==> src/hdl/mmc3mc_pkg.sv <==
// ----------------------------------------------------------------------------
// mmc3mc_pkg: shared types and constants of the MMC3 multicart bank mapper
// Holds the input mode codes, result kinds, address decode values, the
// PRG mode mask table and the job record passed from front to back.
// ----------------------------------------------------------------------------
package mmc3mc_pkg;

  // Depth of the job queue between the decode front and the emit back.
  localparam int unsigned QueueDepth = 4;

  // Input transaction kinds.
  localparam logic [1:0] MODE_OUTER = 2'd0;
  localparam logic [1:0] MODE_MMC3  = 2'd1;
  localparam logic [1:0] MODE_TICK  = 2'd2;

  // Result kinds.
  localparam logic [1:0] KIND_PRG = 2'd0;
  localparam logic [1:0] KIND_CHR = 2'd1;
  localparam logic [1:0] KIND_MIR = 2'd2;
  localparam logic [1:0] KIND_IRQ = 2'd3;

  // Outer register addresses.
  localparam logic [15:0] ADDR_OUTER_MODE = 16'h5FF0;
  localparam logic [15:0] ADDR_PRG_OUTER  = 16'h5FF1;
  localparam logic [15:0] ADDR_CHR_OUTER  = 16'h5FF2;

  // MMC3 register decode.
  localparam logic [15:0] DEC_MASK       = 16'hE001;
  localparam logic [15:0] DEC_BANK_SEL   = 16'h8000;
  localparam logic [15:0] DEC_BANK_DATA  = 16'h8001;
  localparam logic [15:0] DEC_MIRROR     = 16'hA000;
  localparam logic [15:0] DEC_IRQ_LATCH  = 16'hC000;
  localparam logic [15:0] DEC_IRQ_RELOAD = 16'hC001;
  localparam logic [15:0] DEC_IRQ_OFF    = 16'hE000;
  localparam logic [15:0] DEC_IRQ_ON     = 16'hE001;

  localparam logic [8:0] LAST_COUNTED_LINE = 9'd240;

  // Reset values of the outer registers.
  localparam logic [7:0] RST_OUTER_MODE = 8'h24;
  localparam logic [7:0] RST_PRG_OUTER  = 8'd159;

  // Fixed PRG bank values of the last two windows.
  localparam logic [7:0] PRG_FIXED_LAST   = 8'hFF;
  localparam logic [7:0] PRG_FIXED_SECOND = 8'hFE;

  // Bit of the outer mode that turns off CHR updates.
  localparam int unsigned ChrOffBit = 5;

  // Result steps of a full update run: four PRG steps, then eight CHR steps.
  // Step 0: PRG window 5 from entry 7.  Step 1: PRG window 7, fixed last.
  // Step 2: PRG window 6 or 4 from entry 6.  Step 3: the other, fixed second.
  // Steps 4..11: CHR windows in run order.
  localparam int unsigned NumSteps = 12;
  localparam int unsigned StepW    = 4;
  localparam int unsigned NumPrgSteps = 4;
  localparam logic [NumSteps-1:0] STEPS_PRG = 12'h00F;
  localparam logic [NumSteps-1:0] STEPS_CHR = 12'hFF0;

  // PRG value mask chosen by the low three bits of the outer mode.
  function automatic logic [5:0] mode_mask(input logic [2:0] m);
    logic [5:0] r;
    case (m)
      3'd0:    r = 6'd63;
      3'd1:    r = 6'd31;
      3'd2:    r = 6'd15;
      3'd3:    r = 6'd1;
      3'd4:    r = 6'd3;
      default: r = 6'd0;
    endcase
    return r;
  endfunction

  // One queued job: either a single special result or a set of run steps,
  // together with the mapping state that the steps read.
  typedef struct packed {
    logic                special;
    logic [1:0]          spec_kind;
    logic                spec_bit;
    logic [NumSteps-1:0] steps;
    logic                prg_swap;
    logic                chr_hi;
    logic [5:0]          mask;
    logic [7:0]          prg_outer;
    logic [7:0]          chr_outer;
    logic [7:0][7:0]     bank_vals;
  } job_t;

endpackage

==> src/hdl/mmc3mc_front.sv <==
// ----------------------------------------------------------------------------
// mmc3mc_front: input decode and mapper state
// Accepts one CPU write or scanline tick per cycle while in_ready is high,
// updates the bank, outer and IRQ registers, and queues a job of its results.
// ----------------------------------------------------------------------------
module mmc3mc_front
  import mmc3mc_pkg::*;
(
  input  logic        clk,
  input  logic        rst_n,
  input  logic        in_valid,
  input  logic        in_ready,
  input  logic [1:0]  in_mode,
  input  logic [15:0] in_addr,
  input  logic [7:0]  in_data,
  input  logic        in_rendering_on,
  input  logic [8:0]  in_line_number,
  output logic        push,
  output job_t        job
);

  logic [7:0][7:0] bank_vals_r, bank_vals_nxt;
  logic [7:0] bank_sel_r, bank_sel_nxt;
  logic [7:0] outer_mode_r, outer_mode_nxt;
  logic [7:0] prg_outer_r, prg_outer_nxt;
  logic [7:0] chr_outer_r, chr_outer_nxt;
  logic [7:0] irq_count_r, irq_count_nxt;
  logic [7:0] irq_reload_r, irq_reload_nxt;
  logic       irq_on_r, irq_on_nxt;
  logic       pending_r, pending_nxt;

  logic        accept;
  logic [15:0] dec_addr;
  logic        chr_en;
  logic        chr_en_new;
  logic [2:0]  idx;

  assign accept   = in_valid & in_ready;
  assign dec_addr = in_addr & DEC_MASK;
  assign chr_en   = ~outer_mode_r[ChrOffBit];
  assign chr_en_new = ~in_data[ChrOffBit];
  assign idx      = bank_sel_r[2:0];

  // Decode the transaction into next state and a job.
  always_comb begin
    bank_vals_nxt  = bank_vals_r;
    bank_sel_nxt   = bank_sel_r;
    outer_mode_nxt = outer_mode_r;
    prg_outer_nxt  = prg_outer_r;
    chr_outer_nxt  = chr_outer_r;
    irq_count_nxt  = irq_count_r;
    irq_reload_nxt = irq_reload_r;
    irq_on_nxt     = irq_on_r;
    pending_nxt    = pending_r;

    job.special   = 1'b0;
    job.spec_kind = KIND_MIR;
    job.spec_bit  = 1'b0;
    job.steps     = '0;
    job.prg_swap  = bank_sel_r[6];
    job.chr_hi    = bank_sel_r[7];

    case (in_mode)
      MODE_OUTER: begin
        if (in_addr == ADDR_OUTER_MODE) begin
          outer_mode_nxt = in_data;
          job.steps = STEPS_PRG | (chr_en_new ? STEPS_CHR : '0);
        end else if (in_addr == ADDR_PRG_OUTER) begin
          prg_outer_nxt = in_data;
          job.steps = STEPS_PRG;
        end else if (in_addr == ADDR_CHR_OUTER) begin
          chr_outer_nxt = in_data;
          job.steps = chr_en ? STEPS_CHR : '0;
        end
      end
      MODE_MMC3: begin
        case (dec_addr)
          DEC_BANK_SEL: begin
            job.prg_swap = in_data[6];
            job.chr_hi   = in_data[7];
            job.steps = ((in_data[6] != bank_sel_r[6]) ? STEPS_PRG : '0) |
                        ((in_data[7] != bank_sel_r[7]) && chr_en ? STEPS_CHR : '0);
            bank_sel_nxt = in_data;
          end
          DEC_BANK_DATA: begin
            bank_vals_nxt[idx] = in_data;
            case (idx)
              3'd0:    job.steps = chr_en ? 12'h030 : '0;
              3'd1:    job.steps = chr_en ? 12'h0C0 : '0;
              3'd2:    job.steps = chr_en ? 12'h100 : '0;
              3'd3:    job.steps = chr_en ? 12'h200 : '0;
              3'd4:    job.steps = chr_en ? 12'h400 : '0;
              3'd5:    job.steps = chr_en ? 12'h800 : '0;
              3'd6:    job.steps = 12'h004;
              default: job.steps = 12'h001;
            endcase
          end
          DEC_MIRROR: begin
            job.special   = 1'b1;
            job.spec_kind = KIND_MIR;
            job.spec_bit  = in_data[0];
          end
          DEC_IRQ_LATCH: begin
            irq_reload_nxt = in_data;
            if (pending_r) begin
              irq_count_nxt = in_data;
            end
          end
          DEC_IRQ_RELOAD: begin
            pending_nxt   = 1'b1;
            irq_count_nxt = irq_reload_r;
          end
          DEC_IRQ_OFF, DEC_IRQ_ON: begin
            irq_on_nxt = (dec_addr == DEC_IRQ_ON);
            if (pending_r) begin
              irq_count_nxt = irq_reload_r;
            end
          end
          default: begin
          end
        endcase
      end
      MODE_TICK: begin
        if (irq_on_r && in_rendering_on && (in_line_number <= LAST_COUNTED_LINE)) begin
          pending_nxt   = (irq_count_r == 8'd0);
          irq_count_nxt = irq_count_r - 8'd1;
          if (irq_count_r == 8'd0) begin
            job.special   = 1'b1;
            job.spec_kind = KIND_IRQ;
          end
        end
      end
      default: begin
      end
    endcase

    // The job carries the state as it stands after this transaction.
    job.mask      = mode_mask(outer_mode_nxt[2:0]);
    job.prg_outer = prg_outer_nxt;
    job.chr_outer = chr_outer_nxt;
    job.bank_vals = bank_vals_nxt;
  end

  assign push = accept & (job.special | (|job.steps));

  // Mapper state registers.
  always_ff @(posedge clk) begin
    if (!rst_n) begin
      bank_vals_r  <= {8'd1, 56'd0};
      bank_sel_r   <= '0;
      outer_mode_r <= RST_OUTER_MODE;
      prg_outer_r  <= RST_PRG_OUTER;
      chr_outer_r  <= '0;
      irq_count_r  <= '0;
      irq_reload_r <= '0;
      irq_on_r     <= 1'b0;
      pending_r    <= 1'b0;
    end else if (accept) begin
      bank_vals_r  <= bank_vals_nxt;
      bank_sel_r   <= bank_sel_nxt;
      outer_mode_r <= outer_mode_nxt;
      prg_outer_r  <= prg_outer_nxt;
      chr_outer_r  <= chr_outer_nxt;
      irq_count_r  <= irq_count_nxt;
      irq_reload_r <= irq_reload_nxt;
      irq_on_r     <= irq_on_nxt;
      pending_r    <= pending_nxt;
    end
  end

endmodule

==> src/hdl/mmc3mc_fifo.sv <==
// ----------------------------------------------------------------------------
// mmc3mc_fifo: job queue
// A small first-in first-out queue of jobs between the decode front and the
// emit back; push and pop may happen in the same cycle.
// ----------------------------------------------------------------------------
module mmc3mc_fifo
  import mmc3mc_pkg::*;
#(
  parameter int unsigned DEPTH = QueueDepth
) (
  input  logic clk,
  input  logic rst_n,
  input  logic push,
  input  job_t push_job,
  input  logic pop,
  output job_t head,
  output logic empty,
  output logic full
);

  localparam int unsigned PtrW = (DEPTH > 1) ? $clog2(DEPTH) : 1;
  localparam int unsigned CntW = $clog2(DEPTH + 1);

  job_t mem [DEPTH];
  logic [PtrW-1:0] wr_ptr_r, rd_ptr_r;
  logic [CntW-1:0] count_r;

  assign empty = (count_r == '0);
  assign full  = (count_r == CntW'(DEPTH));
  assign head  = mem[rd_ptr_r];

  // Storage.
  always_ff @(posedge clk) begin
    if (push) begin
      mem[wr_ptr_r] <= push_job;
    end
  end

  // Pointers and fill count.
  always_ff @(posedge clk) begin
    if (!rst_n) begin
      wr_ptr_r <= '0;
      rd_ptr_r <= '0;
      count_r  <= '0;
    end else begin
      if (push) begin
        wr_ptr_r <= (wr_ptr_r == PtrW'(DEPTH - 1)) ? '0 : wr_ptr_r + 1'b1;
      end
      if (pop) begin
        rd_ptr_r <= (rd_ptr_r == PtrW'(DEPTH - 1)) ? '0 : rd_ptr_r + 1'b1;
      end
      case ({push, pop})
        2'b10:   count_r <= count_r + 1'b1;
        2'b01:   count_r <= count_r - 1'b1;
        default: count_r <= count_r;
      endcase
    end
  end

endmodule

==> src/hdl/mmc3mc_back.sv <==
// ----------------------------------------------------------------------------
// mmc3mc_back: result emitter
// Walks the steps of the job at the head of the queue, one result per cycle
// while out_ready allows; registers each PRG or CHR bank or special result.
// ----------------------------------------------------------------------------
module mmc3mc_back
  import mmc3mc_pkg::*;
(
  input  logic        clk,
  input  logic        rst_n,
  input  job_t        head,
  input  logic        empty,
  output logic        pop,
  output logic        out_valid,
  input  logic        out_ready,
  output logic [1:0]  out_kind,
  output logic [2:0]  out_slot,
  output logic [11:0] out_bank,
  output logic        out_last
);

  logic                out_valid_r;
  logic [1:0]          kind_r;
  logic [2:0]          slot_r;
  logic [11:0]         bank_r;
  logic                last_r;
  logic                started_r;
  logic [NumSteps-1:0] rem_r;

  logic                advance;
  logic [NumSteps-1:0] cur;
  logic [NumSteps-1:0] rem_nxt;
  logic [StepW-1:0]    step;
  logic [2:0]          chr_k;
  logic [2:0]          chr_idx;
  logic [8:0]          val;
  logic                done;
  logic [1:0]          kind_nxt;
  logic [2:0]          slot_nxt;
  logic [11:0]         bank_nxt;

  assign advance = ~out_valid_r | out_ready;
  assign cur     = started_r ? rem_r : head.steps;

  // Lowest pending step of the current job.
  always_comb begin
    step = '0;
    for (int i = NumSteps - 1; i >= 0; i--) begin
      if (cur[i]) begin
        step = StepW'(i);
      end
    end
  end

  assign rem_nxt = cur & ~(NumSteps'(1) << step);
  assign done    = head.special | (rem_nxt == '0);
  assign chr_k   = 3'(step - StepW'(NumPrgSteps));
  assign chr_idx = chr_k - 3'd2;

  // Result of the selected step.
  always_comb begin
    val      = '0;
    slot_nxt = '0;
    kind_nxt = KIND_PRG;
    bank_nxt = '0;
    if (head.special) begin
      kind_nxt = head.spec_kind;
      bank_nxt = {11'd0, head.spec_bit};
    end else if (step < StepW'(NumPrgSteps)) begin
      case (step[1:0])
        2'd0: begin
          slot_nxt = 3'd5;
          val      = {1'b0, head.bank_vals[7]};
        end
        2'd1: begin
          slot_nxt = 3'd7;
          val      = {1'b0, PRG_FIXED_LAST};
        end
        2'd2: begin
          slot_nxt = head.prg_swap ? 3'd6 : 3'd4;
          val      = {1'b0, head.bank_vals[6]};
        end
        default: begin
          slot_nxt = head.prg_swap ? 3'd4 : 3'd6;
          val      = {1'b0, PRG_FIXED_SECOND};
        end
      endcase
      bank_nxt = {3'd0, {1'b0, val[7:0] & {2'd0, head.mask}} | {head.prg_outer, 1'b0}};
    end else begin
      kind_nxt = KIND_CHR;
      slot_nxt = {head.chr_hi, 2'b00} ^ chr_k;
      case (chr_k)
        3'd0:    val = {1'b0, head.bank_vals[0]};
        3'd1:    val = {1'b0, head.bank_vals[0]} + 9'd1;
        3'd2:    val = {1'b0, head.bank_vals[1]};
        3'd3:    val = {1'b0, head.bank_vals[1]} + 9'd1;
        default: val = {1'b0, head.bank_vals[chr_idx]};
      endcase
      bank_nxt = {3'd0, val} + {1'b0, head.chr_outer, 3'b000};
    end
  end

  assign pop = advance & ~empty & done;

  // Control: output valid and progress through the head job.
  always_ff @(posedge clk) begin
    if (!rst_n) begin
      out_valid_r <= 1'b0;
      started_r   <= 1'b0;
      rem_r       <= '0;
    end else if (advance) begin
      out_valid_r <= ~empty;
      if (!empty) begin
        started_r <= ~done;
        rem_r     <= rem_nxt;
      end
    end
  end

  // Output payload.
  always_ff @(posedge clk) begin
    if (advance && !empty) begin
      kind_r <= kind_nxt;
      slot_r <= slot_nxt;
      bank_r <= bank_nxt;
      last_r <= done;
    end
  end

  assign out_valid = out_valid_r;
  assign out_kind  = kind_r;
  assign out_slot  = slot_r;
  assign out_bank  = bank_r;
  assign out_last  = last_r;

endmodule

==> src/hdl/mmc3_multicart_bank_mapper_unit.sv <==
// Path: an accepted transaction's job is queued; the emitter registers each result.
// Throughput: one input transaction per cycle while the job queue has room; the
// emitter gives one result per cycle while out_tready is high; an outer mode write
// or a bank select that flips both swap bits can cause up to 12 results.
// Reset: synchronous, active low; restores the mapper registers to their power-on
// values and empties the job queue without emitting any result.
// ----------------------------------------------------------------------------
// mmc3_multicart_bank_mapper_unit: MMC3 multicart bank mapper
// Decodes CPU writes and scanline ticks in the front, queues jobs and emits
// PRG, CHR, mirroring and IRQ results from the back.
// ----------------------------------------------------------------------------
module mmc3_multicart_bank_mapper_unit
  import mmc3mc_pkg::*;
#(
  parameter int unsigned QUEUE_DEPTH = QueueDepth
) (
  input  logic        clk,
  input  logic        rst_n,
  input  logic        in_tvalid,
  output logic        in_tready,
  input  logic [39:0] in_tdata,   // addr[15:0], data[23:16], rendering_on[24],
                                  // line_number[33:25], zero fill [39:34]
  input  logic [1:0]  in_tuser,   // mode[1:0]
  output logic        out_tvalid,
  input  logic        out_tready,
  output logic [15:0] out_tdata,  // slot[2:0], bank[14:3], zero fill [15]
  output logic [1:0]  out_tuser,  // kind[1:0]
  output logic        out_tlast
);

  logic push;
  logic pop;
  logic empty;
  logic full;
  job_t push_job;
  job_t head;
  logic [2:0]  out_slot;
  logic [11:0] out_bank;

  assign in_tready = ~full;

  // Decode front.
  mmc3mc_front u_front (
    .clk             (clk),
    .rst_n           (rst_n),
    .in_valid        (in_tvalid),
    .in_ready        (in_tready),
    .in_mode         (in_tuser),
    .in_addr         (in_tdata[15:0]),
    .in_data         (in_tdata[23:16]),
    .in_rendering_on (in_tdata[24]),
    .in_line_number  (in_tdata[33:25]),
    .push            (push),
    .job             (push_job)
  );

  // Job queue.
  mmc3mc_fifo #(
    .DEPTH (QUEUE_DEPTH)
  ) u_fifo (
    .clk      (clk),
    .rst_n    (rst_n),
    .push     (push),
    .push_job (push_job),
    .pop      (pop),
    .head     (head),
    .empty    (empty),
    .full     (full)
  );

  // Result emitter.
  mmc3mc_back u_back (
    .clk       (clk),
    .rst_n     (rst_n),
    .head      (head),
    .empty     (empty),
    .pop       (pop),
    .out_valid (out_tvalid),
    .out_ready (out_tready),
    .out_kind  (out_tuser),
    .out_slot  (out_slot),
    .out_bank  (out_bank),
    .out_last  (out_tlast)
  );

  assign out_tdata = {1'b0, out_bank, out_slot};

endmodule

==> config.mk <==
export PLATFORM = sky130hd
export DESIGN_NAME = mmc3_multicart_bank_mapper_unit
export DESIGN_NICKNAME = d
export VERILOG_FILES = /design/src/hdl/mmc3mc_pkg.sv /design/src/hdl/mmc3mc_front.sv /design/src/hdl/mmc3mc_fifo.sv /design/src/hdl/mmc3mc_back.sv /design/src/hdl/mmc3_multicart_bank_mapper_unit.sv
export SDC_FILE = /design/constraint.sdc
export NUM_CORES = 1
export LEC_CHECK = 0
export ABC_AREA = 1
export BUFFER_PORTS_ARGS = -buffer_cell sky130_fd_sc_hd__buf_4
export CAP_MARGIN = 25
export CORE_MARGIN = 4
export CORE_UTILIZATION = 60
export CTS_BUF_LIST = sky130_fd_sc_hd__clkbuf_4
export DETAILED_ROUTE_END_ITERATION = 8
export GPL_TIMING_DRIVEN = 1
export PLACE_DENSITY = 0.77
export SYNTH_ARGS = -nofsm -noshare
export SYNTH_HDL_FRONTEND = slang
export SYNTH_SLANG_ARGS = --single-unit
==> constraint.sdc <==
create_clock -name clk -period 10.62 [get_ports clk]
set_input_delay 2.124 -clock clk [delete_from_list [all_inputs] [get_ports clk]]
set_output_delay 2.124 -clock clk [all_outputs]
set_load 0.05 [all_outputs]
### Word-level counts from Yosys, hierarchy flattened

Memories as Yosys holds them, arrays and structs flattened. A register that Yosys moved wholly into a read port is not among the register bits.
Index checks and enable logic that the tools add are counted.

| word-level totals | value |
|---|---|
| flip-flop bits (word level) | 151 |
| memories kept | 1 |
| output and inout port bits | 21 |
| memory bits (writable) | 416 |
| ROM bits | 0 |
| bits in latches | 0 |
| input port bits | 46 |

Memory list:

| name | words | width | read ports | clocked after memory_dff | wr ports | line | source |
|---|---|---|---|---|---|---|---|
| u_fifo.mem | 4 | 104 | 1 | 1 | 1 | mmc3mc_fifo.sv:24 | `job_t mem [DEPTH];` |

| cells by class | value |
|---|---|
| add/sub/neg operators | 10 |
| bitwise operators | 18 |
| eq/ne operators | 39 |
| $mul | 0 |
| $lt $le $gt $ge | 5 |
| div/mod/pow operators | 0 |
| reductions and logical operators | 26 |
| shifts and indexed selects | 1 |
| muxes and demuxes | 82 |

Operator list:

| operator | number |
|---|---|
| $mux 64 | 2 |
| $mux 8 | 15 |
| $mux 12 | 8 |
| $pmux 12 s7 | 1 |
| $bwmux 64 | 1 |
| $mux 4 | 14 |
| $eq 16x15->1 const B | 3 |
| $pmux 12 s2 | 2 |
| $pmux 8 s3 | 2 |
| $mux 9 | 4 |
| $pmux 9 s4 | 1 |
| $pmux 6 s5 | 1 |
| $eq 4x4->1 const B | 7 |
| $bmux 8 s3 | 1 |
| $demux 8 s3 | 1 |
| $add 8x1->9 const B | 2 |
| $eq 3x2->1 const B | 6 |
| $mux 2 | 9 |
| $pmux 8 s2 | 1 |
| $eq 3x3->1 const B | 5 |
| $mux 3 | 5 |
| $add 9x11->12 | 1 |
| $and 12x12->12 | 1 |
| $logic_not 12->1 | 1 |
| 46 further kinds | 87 |

### Longest topological paths before layout

| depth | value |
|---|---|
| word-level depth | 23 |
| depth in mapped cells | 36 |
| gate-level depth less buffers | 35 |

### Cells and area by module

Synthesis repeated with hierarchy kept, for this count alone.

| second synthesis, totals | value |
|---|---|
| cells, all modules | 2522 |
| area total of the unflattened synthesis | 25136.6 µm² |

By module, submodules not included:

| module | cells an instance | area each (µm²) | instances | sequential area each (µm²) |
|---|---|---|---|---|
| mmc3mc_fifo | 1065 | 16032.9 | 1 | 12672.2 |
| mmc3mc_front | 971 | 6072.1 | 1 | 2142.1 |
| mmc3mc_back | 483 | 3016.6 | 1 | 820.8 |
| mmc3_multicart_bank_mapper_unit | 3 | 15.0 | 1 | 0.0 |

### Least setup slack after synthesis

No wires, ideal clock.

| path | value |
|---|---|
| path kind | in2reg |
| start | input in_tdata[15] |
| end | memory u_fifo.mem[0][0] (netlist bit) (enable) |
| buffers on the path | 0 |
| slack | 2.303 ns |
| cell stages on the path | 12 |
| arrival | 7.759 ns |
| data required time | 10.062 ns |
| cell sequence | inv_1 nor2_1 inv_1 nor3_1 inv_1 nor2_1 a41oi_1 o21ai_0 nor4_1 nand3b_1 o21ai_2 nor2_1 |

RTL lines:

| what | line | source |
|---|---|---|
| start, declared | mmc3_multicart_bank_mapper_unit.sv:21 | `input logic [39:0] in_tdata,` |
| end, declared | mmc3mc_fifo.sv:24 |  |

==> impl_metrics.ini <==
[drt]
drcViolationCount = 0
antenna_left = 0
vias = 18400
wl_um = 63300
initialDrtViolationCount = 2048
wire_per_inst_um = 20.5
firstDrtPassIters = 6
vias_per_cell = 5.94

[synthesis]
yosys_register_bits = 544
synth_edf_count = 414
synth_ff_type = edfxtp_1
synthTopCellsByCount = edfxtp_1 (414), o21ai_0 (392), nor2_1 (376)
async_reset_ff_share_pct = 0
synth.most_common_cell = edfxtp_1
ys_warn_count = 0
netlist_instances = 2374
synthTopCellsByArea = edfxtp_1 (53%), dfxtp_1 (11%), o21ai_0 (8.3%)
avgSynthCellArea_um2 = 9.96
synth_cell_types = 53
synth_top_area_cell = edfxtp_1
syn_area_um2 = 23600
yosysSeqAreaShare_pct = 63.6
syn_nets = 2440
synth_top_area_share_pct = 52.6

[worst_hold_path]
min_path_type = reg -> reg
hp-start = u_front.irq_reload_r[4]

[clock_tree]
insertion_delay_ns = 0.85
clkTransAtPathRegs_ns = 0.06
cts_resized = 0
cts_tree = done
cts_buffer_depth = 3
cts_root_buffer = clkbuf_4
postCtsSetupRepairBufs = 0
ctsHoldBuffers = 0
htreeDepth = 4
cts_sinks = 544
numCtsBuffers = 138

[floorplanning]
die_w_um = 207
core_area_um2 = 38800
die-area_um2 = 42700
rows = 72
num_io_pins = 67
die_h_um = 207
start_util_pct = 60.9

[sta]
hold_violations = 0
max_clock_freq_mhz = 145
setup_viol = 0
rsz0062_at_grt = no
worst_slew_pin_slew_ns = 1.18
period_minus_slack_ns = 6.88
clock_skew_ns = 0.0505
fin_crit_sh_pct = 64.7
slew_headroom_pct = 20.7
tns_ns = 0
final_max_slew_viol_count = 0

[worst_setup_path]
arrival_ns = 7.56
rrSetupSlack_ns = 3.74
cp_max_fo = 48
worstSetupStartpointType = register
worstPathRequired_ns = 11.31
endpoint_kind = register
path_class = reg -> reg

[placed_design]
io_buffers = 59
dpl.cell_count = 2838
place_congestion = 0.848
hpwl_um = 35500

[outcome]
status = completed

[final_layout]
utilization_pct = 68.0
finalNonFillerCells = 3096
nets = 2527
area_growth_pct = 11.7
layout-drive-gt1-share_pct = 13.9

[grt]
antenna_found_initial = 2
grt_pass1_wl_um = 95800
grtUsageTotal_pct = 29.4
overflow = 0
first_global_vias = 17800
grt_max_degree = 154

[power_and_ir_drop]
ir_worst_vdd_uv = 142
power.density_nw_per_um2 = 284
p_leak_uw = 0.0103

[run]
max-cap-violations = 0
-- metrics by stage --
step	hold WS [ns]	setup slack (ns)	instance area [µm²]	total power (µW)
final	0.459	3.74	26400	7490
after global routing	0.477	3.20	26400	7910
after CTS	0.459	3.88	26400	7450
after detailed placement	0.450	3.77	24400	5520
after global placement	0.433	3.90	24400	5450
after floorplan	0.422	2.30	23600	4560
-- critical path: stages, from the launching register on --
cell and delay (ns):
dfxtp_2 0.31, buf_4 0.54, clkinv_2 0.73, buf_4 0.49, nand3_1 0.13, nand2_1 0.05
nand2_1 0.07, nand3_1 0.11, nand2_1 0.08, nand2_1 0.04, nand2_1 0.05, nand2_1 0.05
nand2_2 0.28, clkinv_2 0.31, ha_1 0.58, inv_1 0.35, a221oi_1 0.39, nand3_1 0.21
nand3_1 0.11, nand4_1 0.28, ha_1 0.40, inv_1 0.06, nor2_1 0.11, nor2_1 0.07
o21ai_0 0.24, a21oi_1 0.16, or2_2 0.30, a21oi_1 0.15
-- final cells by class --
type	instances	area, µm²
inverters	217	823
flip-flops and latches	544	15000
fillers	2863	12400
clock inverters	44	364
diodes	1	2.50
repair buffers	79	668
clock buffers	212	1590
multi-input cells	1481	7280
well taps	518	648
-- routing by layer --
layer	vias up	GRT usage [%]	wire length, µm
met3	140	6.42	6230
met2	938	47.5	30600
met5	-	0	0
met1	8772	39.1	24700
li1	8537	-	-
met4	0	11.8	1770
-- registers in the layout, summed over array words and instances, names as in the netlist, 2 cells and up, named ones only --
| signal | count |
|---|---|
| u_front.chr_outer_r | 8 |
| u_fifo.count_r | 3 |
| u_front.irq_reload_r | 8 |
| u_fifo.rd_ptr_r | 2 |
| u_fifo.mem | 396 |
| u_front.outer_mode_r | 4 |
| u_front.bank_vals_r | 64 |
| u_back.out_slot | 3 |
| u_back.out_kind | 2 |
| u_front.irq_count_r | 8 |
| u_back.out_bank | 12 |
| u_back.rem_r | 12 |
| u_front.prg_outer_r | 8 |
| u_fifo.wr_ptr_r | 2 |
| u_front.bank_sel_r | 5 |
-- final timing paths --
check                           depth (start not counted)                       to
worst min register to register                          2  u_front.irq_reload_r[4]
worst max-delay path                                   27       u_back.out_bank[9]
worst min-delay path                                    2  u_front.irq_reload_r[4]
worst max register to register                         27       u_back.out_bank[9]
-- where the power goes --
part / internal, µW / leakage [µW] / switching (µW)
Sequential: 2430 / 0.00488 / 62.7
Combinational: 840 / 0.00431 / 2230
Clock: 1080 / 0.00114 / 842
Total: 4350 / 0.0103 / 3140
-- kinds of logic (layout without fill, tap and decap cells) --
| group | count (synthesis) | after routing | synth area share [%] |
|---|---|---|---|
| and+or+nand+nor | 790 | 790 | 13.7 |
| AOI/OAI and AO/OA | 664 | 664 | 15.5 |
| DFF | 544 | 544 | 63.6 |
| buffers and inverters | 349 | 552 | 5.86 |
| adders and majority gates | 20 | 20 | 1.12 |
| xor gates and xnor gates | 6 | 6 | 0.222 |
| other | 1 | 2 | 0.0159 |
-- cells in the final DEF (no fill, tap or decap), types with 5 or more instances in the layout --
| cell type | instances |
|---|---|
| edfxtp_1 | 414 |
| o21ai_0 | 392 |
| nor2_1 | 372 |
| nand2_1 | 296 |
| clkbuf_4 | 212 |
| inv_1 | 204 |
| dfxtp_1 | 128 |
| a21oi_1 | 101 |
| buf_4 | 73 |
| o22ai_1 | 67 |
| nand3_1 | 52 |
| clkinv_1 | 32 |
| o21ai_1 | 22 |
| ha_1 | 18 |
| nor3_1 | 15 |
| nand4_1 | 14 |
| a211oi_1 | 14 |
| o221ai_1 | 13 |
| a31oi_1 | 12 |
| a32oi_1 | 10 |
| inv_2 | 8 |
| nor2_4 | 8 |
| nand2_2 | 7 |
| bufinv_16 | 7 |
| clkinv_2 | 6 |
| or2_2 | 6 |
| a32o_1 | 6 |
| xor2_1 | 6 |
| buf_12 | 6 |
| nor4_1 | 5 |
| nor2_2 | 5 |
| o211ai_1 | 5 |
Note: power is estimated with default switching activity, not from simulation.
